$ cat src/rtl/core/fba_ram.sv
// fba_ram: generic single-port-write, single-port-read ram with registered read
// no dependencies
module fba_ram #(
   parameter int WIDTH = 32,
   parameter int DEPTH = 128
) (
   input  logic                     clock,
   input  logic                     wr_en,
   input  logic [$clog2(DEPTH)-1:0] wr_addr,
   input  logic [WIDTH-1:0]         wr_data,
   input  logic                     rd_en,
   input  logic [$clog2(DEPTH)-1:0] rd_addr,
   output logic [WIDTH-1:0]         rd_data
);

   logic [WIDTH-1:0] mem_ff [DEPTH];
   logic [WIDTH-1:0] rd_data_ff;

   // write port
   always_ff @(posedge clock) begin
      if (wr_en) begin
         mem_ff[wr_addr] <= wr_data;
      end
   end

   // registered read port
   always_ff @(posedge clock) begin
      if (rd_en) begin
         rd_data_ff <= mem_ff[rd_addr];
      end
   end

   assign rd_data = rd_data_ff;

endmodule

$ cat config.mk
export PLATFORM = sky130hd
export DESIGN_NAME = fba_ram
export DESIGN_NICKNAME = d
export VERILOG_FILES = /design/src/rtl/core/fba_ram.sv
export SDC_FILE = /design/constraint.sdc
export NUM_CORES = 2
export LEC_CHECK = 0
export BUFFER_PORTS_ARGS = -buffer_cell sky130_fd_sc_hd__buf_2
export CAP_MARGIN = 10
export CORE_ASPECT_RATIO = 0.6
export CORE_MARGIN = 10
export CORE_UTILIZATION = 40
export CTS_CLUSTER_SIZE = 14
export DETAILED_ROUTE_END_ITERATION = 6
export PLACE_DENSITY_LB_ADDON = 0.3
export SYNTH_ARGS = -nofsm -noshare
export SYNTH_HDL_FRONTEND = slang
export SYNTH_SLANG_ARGS = --single-unit
$ cat constraint.sdc
create_clock -name clock -period 10.8 [get_ports clock]
set_clock_uncertainty 0.15 [all_clocks]
set_input_delay 1.08 -clock clock [delete_from_list [all_inputs] [get_ports clock]]
set_output_delay 1.08 -clock clock [all_outputs]
set_load 0.03 [all_outputs]
== After elaboration in Yosys (flattened, before gate mapping) ==
Memories as Yosys holds them, arrays and structs flattened. A register that Yosys moved wholly into a read port is not among the register bits.
Cells that the tools add are included.

* Flip-flop bits (word level): 0
* Bits in latches: 0
* RAM bits: 4096
* Bits in read-only memories: 0
* Input port bits: 49
* Output and inout bits: 32
* Logic and storage cells: 3
* Memories kept: 1

* Add/subtract/negate cells: 0
* Multipliers: 0
* Divide/modulo/power cells: 0
* Order comparisons: 0
* Equality and inequality tests: 0
* Shift operators: 0
* Mux-type cells: 2
* Bitwise logic cells: 0
* Reductions and logical operators: 0

{| class="wikitable"
|+ Memories
! memory !! depth !! width !! read ports !! clocked after memory_dff !! wr ports !! line !! text
|-
| mem_ff || 128 || 32 || 1 || 1 || 1 || 16 || <nowiki>logic [WIDTH-1:0] mem_ff [DEPTH];</nowiki>
|}

{| class="wikitable"
|+ Operators by type and width
! cell !! number
|-
| two-way mux 1 bit || 2
|}

== Longest topological paths before layout ==
* Depth in word-level cells: 2
* Mapped depth: 8
* Gate-level depth less buffers: 4

== Least setup slack after synthesis ==
Ideal clock, no wire load.

* Path kind: input port to flip-flop
* Start point: input wr_en
* End point: memory mem_ff[98][0], enable pin
* Setup time: 0.461 ns
* Arrival: 3.858 ns
* Required time: 10.189 ns
* Path slack: 6.331 ns
* Stages: 3
* Buffers on the path: 1
* Path through: clkbuf_1 nand4_1 nor3_1

* Cells in the longest elaborated chain, start to end: 2

{| class="wikitable"
|+ RTL lines
! element !! line !! text
|-
| from (decl) || 8 || <nowiki>input logic wr_en,</nowiki>
|-
| two-way mux 1 bit || 21 || <nowiki>if (wr_en) begin</nowiki>
|-
| two-way mux 1 bit (implied by the code) || 22 || <nowiki>mem_ff[wr_addr] <= wr_data;</nowiki>
|-
| to (decl) || 16 ||
|}

No other way between the ends.

==> impl_metrics.toml <==
[clock_network]
cts_resized = 0
cts_sinks = 4128
cts_root_buf = "clkbuf_16"
cts_tree = "built"
numCtsBuffers = 362
clkTransAtPathRegs_ps = 70
h-tree-depth = 5
clk_path_buf_depth = 4
worstSkewPairLatency_ps = 940
cts_setup_buffers = 0
cts_hold_buffers = 0

[synth]
synth_top_area_share_pct = 79.16
ys_seq_elements = 4128
synth_edf_count = 4128
ys_async_sr_fraction_pct = 0
synth_common_cells = "edfxtp_1, mux4_2, clkbuf_1, nor2_1, buf_2"
syn_area_um2 = 156600
yosysWarnings = 0
yosysMostFrequentCell = "edfxtp_1"
ys_top_cells_by_area = "edfxtp_1, mux4_2, clkbuf_1, nor2_1, buf_2"
ys_types = 16
synth_fa_ha_area_share_pct = 0
synthXorXnorAreaFrac_pct = 0
synth_nets = 6039
avgSynthCellArea_um2 = 26.14
yosys.area_share.simple_pct = 0.4450
muxShareOfSynthArea_pct = 19.56
ys_seq_area_share_pct = 79.16
synth_compound_area_share_pct = 0
synth_cells = 5990
synth_top_family_by_area = "multiplexers"
synth_area_leader_cell = "edfxtp_1"
ys.flop_type = "edfxtp_1"

[finish]
syn_to_final_growth_pct = 12.19
fin_nets = 6386
fillers = 31550
layout-drive-gt1-share_pct = 34.07
seqCellArea_um2 = 124000
multi_input_area_um2 = 32290
final_area_um2 = 175700

[detailed_routing]
drc = 0
routed_wirelength_um = 443400
vias_per_cell = 6.133
drt_iter0_markers = 13280
wire_per_inst_um = 37.50
vias = 72520
ant_nets = 0
drtPass1Iterations = 5

[die]
die_x_um = 827.8
die_h_um = 504.7
die_area_um2 = 417700
pin_count = 81
floorplan.initialDensity_pct = 40.29
row_count = 177
core_um2 = 388700

[hold_path]
hold_start = "wr_data[6]"
whs_path_depth = 1
hold_path_class = "input port to flop"
worst_hold_path.endpoint = "mem_ff[112][6]"

[setup_path]
cp-end-kind = "flop"
r2r_end = "rd_data[27]"
worst_path_most_repeated_cell = "mux4_2"
cp_cell_sequence = "buf_8 -> buf_4 -> buf_4 -> mux4_2 -> mux4_2 -> mux4_2 -> mux2_2"
r2r_start = "mem_ff[21][27]"
worstPathRequired_ps = 11320
r2r_cells = 4
crit_fanout = 59
slowest_delay_ps = 780
worstSetupPathType = "input port to flop"
r2r_slack_ps = 7820
startpoint_type = "input port"
cp.arrival_ps = 5300
cp_slowest_cell = "buf_4"

[grt]
grt_pass1_wl_um = 604900
grt_overflow = 0
grt_pass1_vias = 70420
grt_use_total_pct = 20.83
grt_max_degree = 134
antenna_found_initial = 111

[timing]
worstMarginPinSlew_ps = 1235
fmax_mhz = 208.9
finalHoldViolCount = 0
slew-limit-headroom_pct = 17.65
worst_slack_ps = 6012
period_share_pct = 44.33
rsz0062_at_grt = "false"
fin_crit_ps = 4788
fin_tns_setup_ps = 0
slew_violations = 0
setup_viol = 0

[power_and_ir_drop]
ir_drop_uv = 125.1
p_leak_uw = 0.05261
p_per_area_nw_per_um2 = 180.2
p_total_uw = 31650

[placement]
dpl-instance-area_um2 = 165100
hpwlAfterDp_um = 243300
post-place-ws_ps = 4994
gp_congestion = 0.8016
io_buffers = 80

[run]
cap_violations = 0

[outcome]
status = "complete, no violations"
-- metal layers --
metal  GRT usage [%]  wire [um]  up-vias
met5               0        569        -
met4           4.096       9277       88
met3           8.732      67840      620
met2           28.32     185200     4622
met1           31.37     180400    40070
li1                -          -    27110
-- cells in the final DEF (no fill, tap or decap), drive strengths merged, types with 6 or more instances in the layout --
master	synthesis	routed
buf	134	299
bufinv	0	6
clkbuf	182	467
clkinv	0	101
diode	0	75
edfxtp	4128	4128
inv	0	10
mux2	32	32
mux4	1344	1344
nand2	14	14
nand3	12	12
nor2	122	122
nor2b	7	7
nor3	9	9
-- power by group --
group	internal [uW]	switching, uW	total (uW)
combinational	627	1170	1800
clock	6420	5680	12100
sequential	17700	47.3	17800
-- critical path: cells and delay by family --
kind     cells  cell delay, ps
buf+inv      3            1890
mux          4            2060
-- how the worst max path moves through the flow --
stage	startpoint	to	slack, ps	depth (start not counted)
2_1_floorplan	wr_en	mem_ff[98][0]	6330	3
3_3_place_gp	rd_addr[0]	rd_data[12]	4990	7
3_5_place_dp	rd_addr[0]	rd_data[12]	4990	7
4_1_cts	rd_addr[0]	rd_data[12]	5980	7
5_1_grt	rd_addr[0]	rd_data[12]	5770	7
6_report	rd_addr[2]	rd_data[17]	6010	7
-- layout make-up --
type                            instances  share of cell area, %
Sequential cell                      4128                  70.56
Multi-Input combinational cell       1546                  18.38
Clock buffer                          467                  5.502
Tap cell                             5191                  3.697
Timing Repair Buffer                  299                  1.327
Clock inverter                        117                 0.4280
Antenna cell                           75                 0.1068
-- per-stage QoR --
step | std cells | hold WS [ps] | util (%)
global placement | 11160 | 1022 | 42.47
detailed placement | 11160 | 1032 | 42.47
floorplan | 5990 | 999.1 | -
global route | 11750 | 432.9 | 45.15
CTS | 11750 | 398.3 | 45.15
finish | 11820 | 462.2 | 45.20
-- sequential cells by signal, summed over array words and instances, names as in the netlist --
name	cells
mem_ff	4096
rd_data	32
-- cells by family after synthesis --
group	after synthesis
DFF	4128
buffers and inverters	316
muxes	1376
and+or+nand+nor	170
Note: power is estimated with default switching activity, not from simulation.
